$ cat config.mk
export PLATFORM = sky130hd
export DESIGN_NAME = comment_extractor_octal_escape_core
export DESIGN_NICKNAME = d
export VERILOG_FILES = /design/src/sv/ceoe_pkg.sv /design/src/sv/ceoe_front.sv /design/src/sv/ceoe_queue.sv /design/src/sv/ceoe_back.sv /design/src/sv/comment_extractor_octal_escape_core.sv
export SDC_FILE = /design/constraint.sdc
export NUM_CORES = 1
export LEC_CHECK = 0
export ABC_AREA = 1
export BUFFER_PORTS_ARGS = -buffer_cell sky130_fd_sc_hd__buf_2
export CORE_MARGIN = 5
export CORE_UTILIZATION = 49
export DETAILED_ROUTE_END_ITERATION = 8
export GPL_TIMING_DRIVEN = 1
export PLACE_DENSITY = 0.68
export SYNTH_ARGS = -nofsm -noshare
export SYNTH_HDL_FRONTEND = slang
export SYNTH_HIERARCHICAL = 1
export SYNTH_SLANG_ARGS = --single-unit
export TNS_END_PERCENT = 30
$ cat constraint.sdc
create_clock -name clock -period 2.8 [get_ports clock]
set_input_delay 0.14 -clock clock [delete_from_list [all_inputs] [get_ports clock]]
set_output_delay 0.14 -clock clock [all_outputs]
set_load 0.02 [all_outputs]
$ cat src/sv/ceoe_pkg.sv
// ----------------------------------------------------------------------------
// ceoe_pkg: shared types and constants for the comment extractor
// Transfer payloads, queue entry layout, result kinds and character codes.
// ----------------------------------------------------------------------------
package ceoe_pkg;

   // input item kinds
   localparam logic KIND_DATA = 1'b0;
   localparam logic KIND_EOS  = 1'b1;

   // result kinds
   localparam logic [1:0] OUT_BYTE    = 2'd0;
   localparam logic [1:0] OUT_END     = 2'd1;
   localparam logic [1:0] OUT_DISCARD = 2'd2;

   // character codes
   localparam logic [7:0] CHAR_PERCENT = 8'h25;
   localparam logic [7:0] CHAR_LF      = 8'h0A;
   localparam logic [7:0] CHAR_CR      = 8'h0D;
   localparam logic [7:0] CHAR_BSLASH  = 8'h5C;
   localparam logic [7:0] CHAR_ZERO    = 8'h30;
   localparam logic [7:0] CHAR_SEVEN   = 8'h37;
   localparam logic [7:0] CHAR_NINE    = 8'h39;

   // input transfer payload
   typedef struct packed {
      logic       kind;
      logic [7:0] in_byte;
   } req_type;

   // output transfer payload
   typedef struct packed {
      logic [1:0] out_kind;
      logic [7:0] out_byte;
      logic       last;
   } rsp_type;

   // one result without its position flag
   typedef struct packed {
      logic [1:0] out_kind;
      logic [7:0] out_byte;
   } res_type;

   // queue entry: one or two results caused by one input item
   typedef struct packed {
      logic    two;
      res_type r0;
      res_type r1;
   } entry_type;

   // parser mode, one-hot
   typedef enum logic [2:0] {
      MODE_OUTSIDE = 3'b001,
      MODE_COMMENT = 3'b010,
      MODE_ESCAPE  = 3'b100
   } mode_type;

endpackage

$ cat src/sv/ceoe_front.sv
// ----------------------------------------------------------------------------
// ceoe_front: parser state and result classification
// Takes one input item per cycle while the queue has room, updates the
// comment/escape state and builds the queue entry holding the item's results.
// ----------------------------------------------------------------------------
module ceoe_front (
   input  logic               clock,
   input  logic               reset,
   input  logic               take,
   input  ceoe_pkg::req_type  req,
   output logic               push,
   output ceoe_pkg::entry_type entry
);

   ceoe_pkg::mode_type mode_ff, mode_in;
   logic [14:0]        oct_ff, oct_in;
   logic               bad_ff, bad_in;
   logic               has_ff, has_in;

   // classification and next state
   always_comb begin
      logic [7:0] c;
      logic       as_comment;
      logic [1:0] cnt;
      ceoe_pkg::res_type res [2];
      c          = req.in_byte;
      as_comment = 1'b0;
      cnt        = 2'd0;
      res[0]     = '0;
      res[1]     = '0;
      mode_in    = mode_ff;
      oct_in     = oct_ff;
      bad_in     = bad_ff;
      has_in     = has_ff;

      if (req.kind == ceoe_pkg::KIND_EOS) begin
         if (mode_ff != ceoe_pkg::MODE_OUTSIDE && has_ff) begin
            res[0] = '{out_kind: ceoe_pkg::OUT_DISCARD, out_byte: 8'd0};
            cnt    = 2'd1;
         end
         mode_in = ceoe_pkg::MODE_OUTSIDE;
         oct_in  = '0;
         bad_in  = 1'b0;
         has_in  = 1'b0;
      end else begin
         case (mode_ff)
            ceoe_pkg::MODE_ESCAPE: begin
               if (c == ceoe_pkg::CHAR_BSLASH) begin
                  res[0]  = '{out_kind: ceoe_pkg::OUT_BYTE, out_byte: ceoe_pkg::CHAR_BSLASH};
                  cnt     = 2'd1;
                  has_in  = 1'b1;
                  mode_in = ceoe_pkg::MODE_COMMENT;
                  oct_in  = '0;
                  bad_in  = 1'b0;
               end else if (c inside {[ceoe_pkg::CHAR_ZERO:ceoe_pkg::CHAR_NINE]}) begin
                  // octal digit gathering; overflow when any of the top three bits is set
                  if (c > ceoe_pkg::CHAR_SEVEN) begin
                     bad_in = 1'b1;
                  end else if (!bad_ff) begin
                     if (|oct_ff[14:12]) begin
                        bad_in = 1'b1;
                     end else begin
                        oct_in = {oct_ff[11:0], c[2:0]};
                     end
                  end
               end else begin
                  res[0]     = '{out_kind: ceoe_pkg::OUT_BYTE,
                                 out_byte: bad_ff ? 8'd0 : oct_ff[7:0]};
                  cnt        = 2'd1;
                  has_in     = 1'b1;
                  mode_in    = ceoe_pkg::MODE_COMMENT;
                  oct_in     = '0;
                  bad_in     = 1'b0;
                  as_comment = 1'b1;
               end
            end
            ceoe_pkg::MODE_COMMENT: begin
               as_comment = 1'b1;
            end
            default: begin
               if (c == ceoe_pkg::CHAR_PERCENT) begin
                  mode_in = ceoe_pkg::MODE_COMMENT;
                  has_in  = 1'b0;
                  oct_in  = '0;
                  bad_in  = 1'b0;
               end
            end
         endcase

         // ordinary comment byte, possibly after an escape ended
         if (as_comment) begin
            if (c inside {ceoe_pkg::CHAR_LF, ceoe_pkg::CHAR_CR}) begin
               if (has_in) begin
                  res[cnt[0]] = '{out_kind: ceoe_pkg::OUT_END, out_byte: 8'd0};
                  cnt         = cnt + 2'd1;
               end
               has_in  = 1'b0;
               mode_in = ceoe_pkg::MODE_OUTSIDE;
               oct_in  = '0;
               bad_in  = 1'b0;
            end else if (c == ceoe_pkg::CHAR_BSLASH) begin
               mode_in = ceoe_pkg::MODE_ESCAPE;
               oct_in  = '0;
               bad_in  = 1'b0;
            end else begin
               res[cnt[0]] = '{out_kind: ceoe_pkg::OUT_BYTE, out_byte: c};
               cnt         = cnt + 2'd1;
               has_in      = 1'b1;
            end
         end
      end

      push      = take && (cnt != 2'd0);
      entry.two = cnt[1];
      entry.r0  = res[0];
      entry.r1  = res[1];
   end

   // state registers
   always_ff @(posedge clock) begin
      if (reset) begin
         mode_ff <= ceoe_pkg::MODE_OUTSIDE;
         oct_ff  <= '0;
         bad_ff  <= 1'b0;
         has_ff  <= 1'b0;
      end else if (take) begin
         mode_ff <= mode_in;
         oct_ff  <= oct_in;
         bad_ff  <= bad_in;
         has_ff  <= has_in;
      end
   end

endmodule

$ cat src/sv/ceoe_queue.sv
// ----------------------------------------------------------------------------
// ceoe_queue: small FIFO between front and back
// Holds queue entries so the parser and the result serializer stall apart.
// ----------------------------------------------------------------------------
module ceoe_queue #(
   parameter int DEPTH = 4
) (
   input  logic                clock,
   input  logic                reset,
   input  logic                push,
   input  ceoe_pkg::entry_type push_entry,
   input  logic                pop,
   output ceoe_pkg::entry_type head,
   output logic                empty,
   output logic                full
);

   localparam int IW = $clog2(DEPTH);
   localparam int CW = $clog2(DEPTH + 1);

   ceoe_pkg::entry_type entries_ff [DEPTH];
   logic [IW-1:0]       wr_ptr_ff, rd_ptr_ff;
   logic [CW-1:0]       count_ff, count_in;

   assign empty = (count_ff == CW'(0));
   assign full  = (count_ff == CW'(DEPTH));
   assign head  = entries_ff[rd_ptr_ff];

   always_comb begin
      count_in = count_ff;
      if (push && !pop) begin
         count_in = count_ff + CW'(1);
      end else if (pop && !push) begin
         count_in = count_ff - CW'(1);
      end
   end

   // storage, no reset on payload
   always_ff @(posedge clock) begin
      if (push) begin
         entries_ff[wr_ptr_ff] <= push_entry;
      end
   end

   // pointers and fill count
   always_ff @(posedge clock) begin
      if (reset) begin
         wr_ptr_ff <= '0;
         rd_ptr_ff <= '0;
         count_ff  <= '0;
      end else begin
         count_ff <= count_in;
         if (push) begin
            wr_ptr_ff <= (wr_ptr_ff == IW'(DEPTH - 1)) ? '0 : wr_ptr_ff + IW'(1);
         end
         if (pop) begin
            rd_ptr_ff <= (rd_ptr_ff == IW'(DEPTH - 1)) ? '0 : rd_ptr_ff + IW'(1);
         end
      end
   end

endmodule

$ cat src/sv/ceoe_back.sv
// ----------------------------------------------------------------------------
// ceoe_back: result serializer with output register
// Sends the one or two results of each queue entry, marking the final one.
// ----------------------------------------------------------------------------
module ceoe_back (
   input  logic                clock,
   input  logic                reset,
   input  ceoe_pkg::entry_type head,
   input  logic                empty,
   output logic                pop,
   output logic                rsp_valid,
   input  logic                rsp_ready,
   output ceoe_pkg::rsp_type   rsp_data
);

   logic              phase_ff;
   logic              valid_ff;
   ceoe_pkg::rsp_type data_ff, data_in;
   logic              load;

   // output register free or being drained this cycle
   assign load = !empty && (!valid_ff || rsp_ready);

   always_comb begin
      ceoe_pkg::res_type sel;
      sel              = phase_ff ? head.r1 : head.r0;
      data_in.out_kind = sel.out_kind;
      data_in.out_byte = sel.out_byte;
      data_in.last     = phase_ff || !head.two;
   end

   assign pop       = load && data_in.last;
   assign rsp_valid = valid_ff;
   assign rsp_data  = data_ff;

   always_ff @(posedge clock) begin
      if (load) begin
         data_ff <= data_in;
      end
   end

   always_ff @(posedge clock) begin
      if (reset) begin
         valid_ff <= 1'b0;
         phase_ff <= 1'b0;
      end else begin
         if (load) begin
            valid_ff <= 1'b1;
            phase_ff <= !data_in.last;
         end else if (rsp_ready) begin
            valid_ff <= 1'b0;
         end
      end
   end

endmodule

$ cat src/sv/comment_extractor_octal_escape_core.sv
// ----------------------------------------------------------------------------
// comment_extractor_octal_escape_core: percent-comment text extractor
// Streams out the text of percent comments with octal escape decoding.
// ----------------------------------------------------------------------------
// Usage:
//   req channel: one byte (kind = data) or an end-of-stream mark per transfer.
//   rsp channel: comment bytes, comment-end markers and discard markers; the
//   final result caused by one input transfer carries last = 1.
//   An accepted input is written to the queue, then its first result is loaded
//   into the output register. The front parser takes one input per cycle while
//   the queue has room; the back serializer emits one result per cycle while
//   the receiver is ready, so an input with two results (an escape closed by
//   another byte) holds the back until both are sent. The front keeps taking
//   inputs while earlier results wait in the queue and the output register.
//   QUEUE_DEPTH (2 or more) entries buffer the front from the back; inputs
//   with no result never enter the queue.
//   Reset returns the parser to outside-comment and empties the queue and
//   output register. When the receiver stalls, results hold in the output
//   register, the queue fills, and req_ready drops once it is full.
// ----------------------------------------------------------------------------
module comment_extractor_octal_escape_core #(
   parameter int QUEUE_DEPTH = 4
) (
   input  logic              clock,
   input  logic              reset,
   input  logic              req_valid,
   output logic              req_ready,
   input  ceoe_pkg::req_type req_data,
   output logic              rsp_valid,
   input  logic              rsp_ready,
   output ceoe_pkg::rsp_type rsp_data
);

   logic                take;
   logic                push;
   logic                pop;
   logic                empty;
   logic                full;
   ceoe_pkg::entry_type push_entry;
   ceoe_pkg::entry_type head;

   assign req_ready = !full;
   assign take      = req_valid && req_ready;

   ceoe_front u_front (
      .clock (clock),
      .reset (reset),
      .take  (take),
      .req   (req_data),
      .push  (push),
      .entry (push_entry)
   );

   ceoe_queue #(
      .DEPTH (QUEUE_DEPTH)
   ) u_queue (
      .clock      (clock),
      .reset      (reset),
      .push       (push),
      .push_entry (push_entry),
      .pop        (pop),
      .head       (head),
      .empty      (empty),
      .full       (full)
   );

   ceoe_back u_back (
      .clock     (clock),
      .reset     (reset),
      .head      (head),
      .empty     (empty),
      .pop       (pop),
      .rsp_valid (rsp_valid),
      .rsp_ready (rsp_ready),
      .rsp_data  (rsp_data)
   );

endmodule

==> results.cfg, run 1 <==
[placement]
dpl_cell_area_sq_mm = 0.00636
gp_congestion = 0.899
portBuffers = 25
hpwlAfterDp_microns = 8770

[pwr]
internal_power_mw = 4.14
clkPwrFrac = 0.381
switching_share = 0.309
p_seq_frac = 0.383
vdd_ir_drop_max_mv = 0.291
finalPower_mw = 5.99
power.switching_mw = 1.85
comb_power_share = 0.236
power.density_mw_per_mm2 = 855
leakagePower_nw = 2.84

[cells_and_area]
final_common_cell = nand2_1
finalInstanceArea_sq_mm = 0.00701
drive_above_1_share = 0.212
fin_nets = 679
area_growth_pct = 15.0
antennaDiodeCount = 0
final_cell_mix = 135 x nand2_1, 95 x edfxtp_1, 73 x nor2_1, 44 x inv_1, 28 x dfxtp_1

[worst_setup_path]
endpoint_kind = register
crit_start = u_front/mode_ff[1]
reg2reg_depth = 19
startpoint_type = register
crit_path_max_fanout = 4
critPathMostFrequentCell = inv_1
reg2reg_to = u_queue/count_ff[1]
r2r_slack_ps = 150
slowest_stage = fa_2
cpPeakStageDelay_ps = 420
worst_ep_arrival_time_ps = 2950
rr_startpoint = u_front/mode_ff[1]
path_cells = buf_4 > nand3_4 > nand2_2 > inv_2 > nand2_2 > a21oi_2 > inv_1 > ha_1 > inv_1 > nand3_1 > nand4_1 > nand3_1 > nand2_1 > inv_2 > ha_2 > inv_1 > fa_2 > o21ai_0 > nor2_1
crit_type = reg2reg
worstPathRequired_ps = 3100

[hold_path]
hold_start = rsp_ready
min_path_cells = 4
min_path_type = in2reg
min_to = u_back/rsp_valid

[synthesis]
async_flop_share = 0
syn_nets = 646
ys_ff_latch = 126
syn_inst = 623
yosysWarnings = 6
syn_area_sq_mm = 0.00609
yosysTopAreaCellShare = 0.468
synth_flop_cell = edfxtp_1
synthDistinctLibCells = 38
synth-seq-area-share = 0.570
synth_top_area_cell = edfxtp_1
syn_avg_cell_area_sq_um = 9.78
synth_edf_count = 95
synth_area_leaders = edfxtp_1 47%, dfxtp_1 10%, nand2_1 8.3%

[grt]
grt_pass1_wl_microns = 21400
track_usage = 0.190
antenna_found_initial = 0
grt_pass1_vias = 4234
grt_overflow_total = 0
grt_max_degree = 41

[sta]
achievable-frequency_ghz = 0.377
setup_viol = 0
hold_viol = 0
setup_tns_ps = 0
final.period_utilization = 0.946
period_needed_ps = 2650
skew_ps = 6.11
rsz0062_at_grt = false
drv_slew = 0
tightest_slew_ps = 687
slew_headroom = 0.539

[run_status]
outcome = complete, no violations

[route]
ant_nets = 0
route.detailed.drc = 0
wl_per_cell_microns = 15.9
dr.pass1.iters = 6
wl_microns = 13300
vias = 4434
dr.first_iter.drc_count = 379
viasPerCell = 5.30

[clock_network]
numCtsBuffers = 17
clkTransAtPathRegs_ps = 60
cts.sinks = 126
cts_tree = done
clock_latency_ps = 410
htree_num_levels = 4
postCtsHoldBufs = 0
cts_buffer_depth = 2
cts_root_buf = clkbuf_16

[floorplanning]
die_y_microns = 122
core_region_area_sq_mm = 0.0121
io_pins = 26
die_w_microns = 122
initial_utilization = 0.503
placementRows = 40
dieArea_sq_mm = 0.0148

[flow_run]
drv_cap = 0
[worst max path at each step]
stage	cells past startpoint	end	slack [ps]
finish	19	u_queue/count_ff[1]	150
global route	19	u_queue/count_ff[1]	0.06
CTS	19	u_queue/count_ff[1]	100
detailed placement	20	u_queue/count_ff[1]	90
global placement	24	u_queue/count_ff[2]	180
floorplan	23	u_queue/count_ff[2]	190
[power groups by stage]
stage                     logic (mW)  registers, mW  clock network [mW]
after floorplan                 1.06           2.42                   0
after CTS                       1.41           2.30                2.32
final                           1.41           2.30                2.28
after global routing            1.57           2.32                2.41
after detailed placement        1.41           2.33                   0
after global placement          1.37           2.33                   0
[critical path: cells and delay by family (launching register included)]
kind                       cells  cell delay, ps
adders and majority gates      3             770
and+or+nand+nor                8             650
buffers and inverters          6             470
AOI/OAI and AO/OA              2             330
DFF                            1             320
[kinds of logic after synthesis]
family | Yosys count | share of synthesized area
AND/OR/NAND/NOR | 280 | 0.216
flip-flops | 126 | 0.570
AO/OA/AOI/OAI | 121 | 0.116
buffers and inverters | 84 | 0.0745
adder cells (fa/ha/maj) | 10 | 0.0218
XOR/XNOR | 1 | 0.00144
other | 1 | 0.000615
[what timing repair did]
item	4_1_cts	5_1_grt
setup endpoints to repair	0	2
setup buffers	0	1
resized for setup	0	10
[registers in the layout, summed over array words and instances (netlist names), named ones only]
| name | flops |
|---|---|
| u_back/phase_ff | 1 |
| u_back/rsp_data | 11 |
| u_back/rsp_valid | 1 |
| u_front/bad_ff | 1 |
| u_front/has_ff | 1 |
| u_front/mode_ff | 3 |
| u_front/oct_ff | 15 |
| u_queue/count_ff | 3 |
| u_queue/entries_ff | 84 |
| u_queue/rd_ptr_ff | 2 |
| u_queue/wr_ptr_ff | 2 |
[cell type report]
class	count	area [sq um]
flip-flops and latches	126	3480
clock buffers	18	429
inverters	57	221
clock inverters	14	191
well taps	168	210
fillers	1041	5100
repair buffers	41	295
multi-input cells	413	2180
[synthesized netlist by cell type, types with 12 or more instances]
library cell / instances
nand2_1: 135
edfxtp_1: 95
nor2_1: 74
o21ai_0: 27
nand3_1: 17
a21oi_1: 27
dfxtp_1: 31
o22ai_1: 20
o21ai_1: 27
nor3_1: 12
inv_1: 46
nand3_2: 12
[through the flow]
stage          cells  utilization  setup WS [ps]  hold slack, ps
2_1_floorplan    623            -            194             209
3_3_place_gp     804        0.525            175             452
3_5_place_dp     804        0.525           89.2             459
4_1_cts          836        0.576            102            61.7
5_1_grt          837        0.579         0.0586             119
6_report         837        0.579            150            82.3
[per-layer routing]
metal,up-vias,track usage,routed length (microns)
li1,2175,-,-
met1,2112,0.243,5820
met2,125,0.312,6550
met3,22,0.0373,658
met4,0,0.0847,261
met5,-,0,0
(Power assumes the default switching activity.)
==> inputs of run 2 (changes only) <==
- ABC_AREA: 1 -> 0
- PLACE_DENSITY: 0.68 -> 0.75
==> run 2 against run 1 <==
- synthesized cell count down 41%
- sequential share of layout area is 2.3 points higher
- critical path depth shrank 5
- worst hold slack worse by 50 ps
- first-iteration DRC count decreased by 34%
- total power shrank 14%
- combinational power is 41% lower
- final area shrank 4.4%
==> results.cfg, run 2 <==
[run_status]
outcome = complete, no violations

[sta]
final.period_utilization = 0.978
period_needed_ps = 2740
setup_viol = 0
rsz0062_at_grt = true
drv_slew = 0
achievable-frequency_ghz = 0.365
tightest_slew_ps = 696
worst_hold_slack_ps = 32.2
hold_viol = 0
skew_ps = 11.0
slew_headroom = 0.532

[pwr]
internal_power_mw = 3.84
power.density_mw_per_mm2 = 770
vdd_ir_drop_max_mv = 0.406
comb_power_share = 0.160
power.switching_mw = 1.32
p_seq_frac = 0.423
clkPwrFrac = 0.417
leakagePower_nw = 2.37
switching_share = 0.255

[worst_setup_path]
crit_path_max_fanout = 7
crit_type = reg2reg
reg2reg_depth = 14
crit_family = adder cells
reg2reg_to = u_queue/count_ff[2]
path_cells = xnor2_2 > o2111ai_2 > nand2_1 > nand2_4 > ha_4 > nor2_2 > o22ai_1 > a22o_1 > ha_2 > inv_2 > fa_2 > xor2_1 > or3_1 > a21oi_2
rr_startpoint = u_front/mode_ff[1]
worst_ep_arrival_time_ps = 3080
startpoint_type = register
slowest_stage = dfxtp_4
worstPathRequired_ps = 3140
r2r_slack_ps = 60
cpPeakStageDelay_ps = 370
path_buf_inv = 1
crit_start = u_front/mode_ff[1]
endpoint_kind = register

[floorplanning]
placementRows = 39
dieArea_sq_mm = 0.0136
core_region_area_sq_mm = 0.0113
die_w_microns = 117
io_pins = 26
die_y_microns = 117
initial_utilization = 0.494

[route]
viasPerCell = 5.77
vias = 3367
wl_microns = 11100
wl_per_cell_microns = 19.0
dr.first_iter.drc_count = 251
dr.pass1.iters = 5
route.detailed.drc = 0
ant_nets = 0

[synthesis]
synth_common_cells = 95 x edfxtp_1, 31 x dfxtp_1, 26 x nor2_1
syn_inst = 368
yosysWarnings = 6
async_flop_share = 0
ys_ff_latch = 126
syn_nets = 391
synth_top_area_cell = edfxtp_1
synth_most_common_cell = edfxtp_1
syn_avg_cell_area_sq_um = 15.1
synthDistinctLibCells = 72
synth-seq-area-share = 0.624
synth_edf_count = 95
syn_area_sq_mm = 0.00557
synth_flop_cell = edfxtp_1
synth_area_leaders = edfxtp_1 51%, dfxtp_1 11%, mux4_2 8.1%
yosysTopAreaCellShare = 0.512

[flow_run]
drv_cap = 0

[grt]
grt_pass1_wl_microns = 17800
antenna_found_initial = 0
grt_max_degree = 22
grt_overflow_total = 0
grt_pass1_vias = 3388
track_usage = 0.175

[cells_and_area]
fillerInstances = 815
finalInstanceArea_sq_mm = 0.00670
fin_nets = 451
area_growth_pct = 20.4
drive_above_1_share = 0.338
final_cell_mix = 95 x edfxtp_1, 28 x dfxtp_1, 28 x buf_4, 25 x buf_2, 25 x nor2_1
fin_cells = 584
antennaDiodeCount = 0
largest_register_ffs = 84
top_register = u_queue/entries_ff
final_common_cell = edfxtp_1

[clock_network]
numCtsBuffers = 17
clkTransAtPathRegs_ps = 60
cts_buffer_depth = 2
clock_latency_ps = 400
cts_tree = done
cts.sinks = 126
htree_num_levels = 4
cts_root_buf = clkbuf_16

[hold_path]
min_to = u_back/rsp_valid
min_path_cells = 4
hold_start = rsp_ready
min_path_type = in2reg

[placement]
portBuffers = 25
dpl_cell_area_sq_mm = 0.00606
gp_congestion = 0.933
placedCellCount = 549
hpwlAfterDp_microns = 7290
[run 2: cell types whose count changed in the layout (fill, tap and decap cells not counted), sizes merged, moves of 25 or more]
cell	change
a21oi	-25
nand3	-28
inv	-37
nand2	-134
o21ai	-49
nor2	-58
[run 2: stage by stage]
| step | TNS [ps] | setup slack [ps] | utilization | total power [mW] |
|---|---|---|---|---|
| 6_report | 0 | 62.1 | 0.595 | 5.16 |
| 5_1_grt | -91.1 | -91.1 | 0.595 | 5.39 |
| 4_1_cts | 0 | 6.82 | 0.589 | 5.21 |
| 3_5_place_dp | -12.4 | -12.4 | 0.537 | 3.06 |
| 3_3_place_gp | 0 | 68.1 | 0.537 | 3.04 |
| 2_1_floorplan | 0 | 1.49 | - | 2.85 |
[run 2: cell families after synthesis]
| group | count (synthesis) | share of synthesized area |
|---|---|---|
| flops | 126 | 0.624 |
| simple gates | 92 | 0.100 |
| buf+inv | 32 | 0.0319 |
| xor+xnor | 3 | 0.00472 |
| mux | 36 | 0.115 |
| other cells | 1 | 0.000674 |
| fa+ha+maj | 10 | 0.0238 |
| compound gates | 68 | 0.100 |
[run 2: worst max-delay path by stage]
| stage | slack [ps] | depth (start not counted) | end |
|---|---|---|---|
| final | 60 | 14 | u_queue/count_ff[2] |
| after global routing | -90 | 14 | u_queue/count_ff[2] |
| after CTS | 7 | 14 | u_queue/count_ff[2] |
| after detailed placement | -10 | 15 | u_queue/count_ff[2] |
| after global placement | 70 | 15 | u_queue/count_ff[2] |
| after floorplan | 1 | 15 | u_queue/count_ff[2] |
[run 2: power by group through the flow]
stage	sequential [mW]	combinational, mW	clock, mW
global placement	2.22	0.818	0
global route	2.19	0.908	2.29
finish	2.18	0.827	2.15
detailed placement	2.22	0.836	0
floorplan	2.30	0.544	0
CTS	2.19	0.841	2.18
[run 2: what timing repair did]
item | CTS | global route
hold endpoints to repair | 0 | 0
buffers inserted | 0 | 3
endpoints found under the setup margin | 0 | 1
resized for setup | 0 | 8
hold buffers | 0 | 0
[run 2: per-layer routing]
metal,track usage,share of wire,vias to the layer above
met2,0.297,0.51,139
met5,0,0,-
met3,0.0373,0.055,13
li1,-,-,1565
met1,0.230,0.42,1650
met4,0.0505,0.011,0
[run 2: area by class of cell]
| type | instances | area [sq um] | share of cell area |
|---|---|---|---|
| Multi-Input combinational cell | 210 | 1970 | 0.295 |
| Tap cell | 143 | 179 | 0.0267 |
| Timing Repair Buffer | 57 | 415 | 0.0620 |
| Clock inverter | 14 | 159 | 0.0237 |
| Sequential cell | 126 | 3480 | 0.519 |
| Clock buffer | 18 | 429 | 0.0640 |
| Inverter | 16 | 65.1 | 0.00971 |
[run 2: worst min-delay path: stages]
cell and delay [ps]:
buf_2 80, nor2b_1 60, inv_1 50, a21oi_1 50
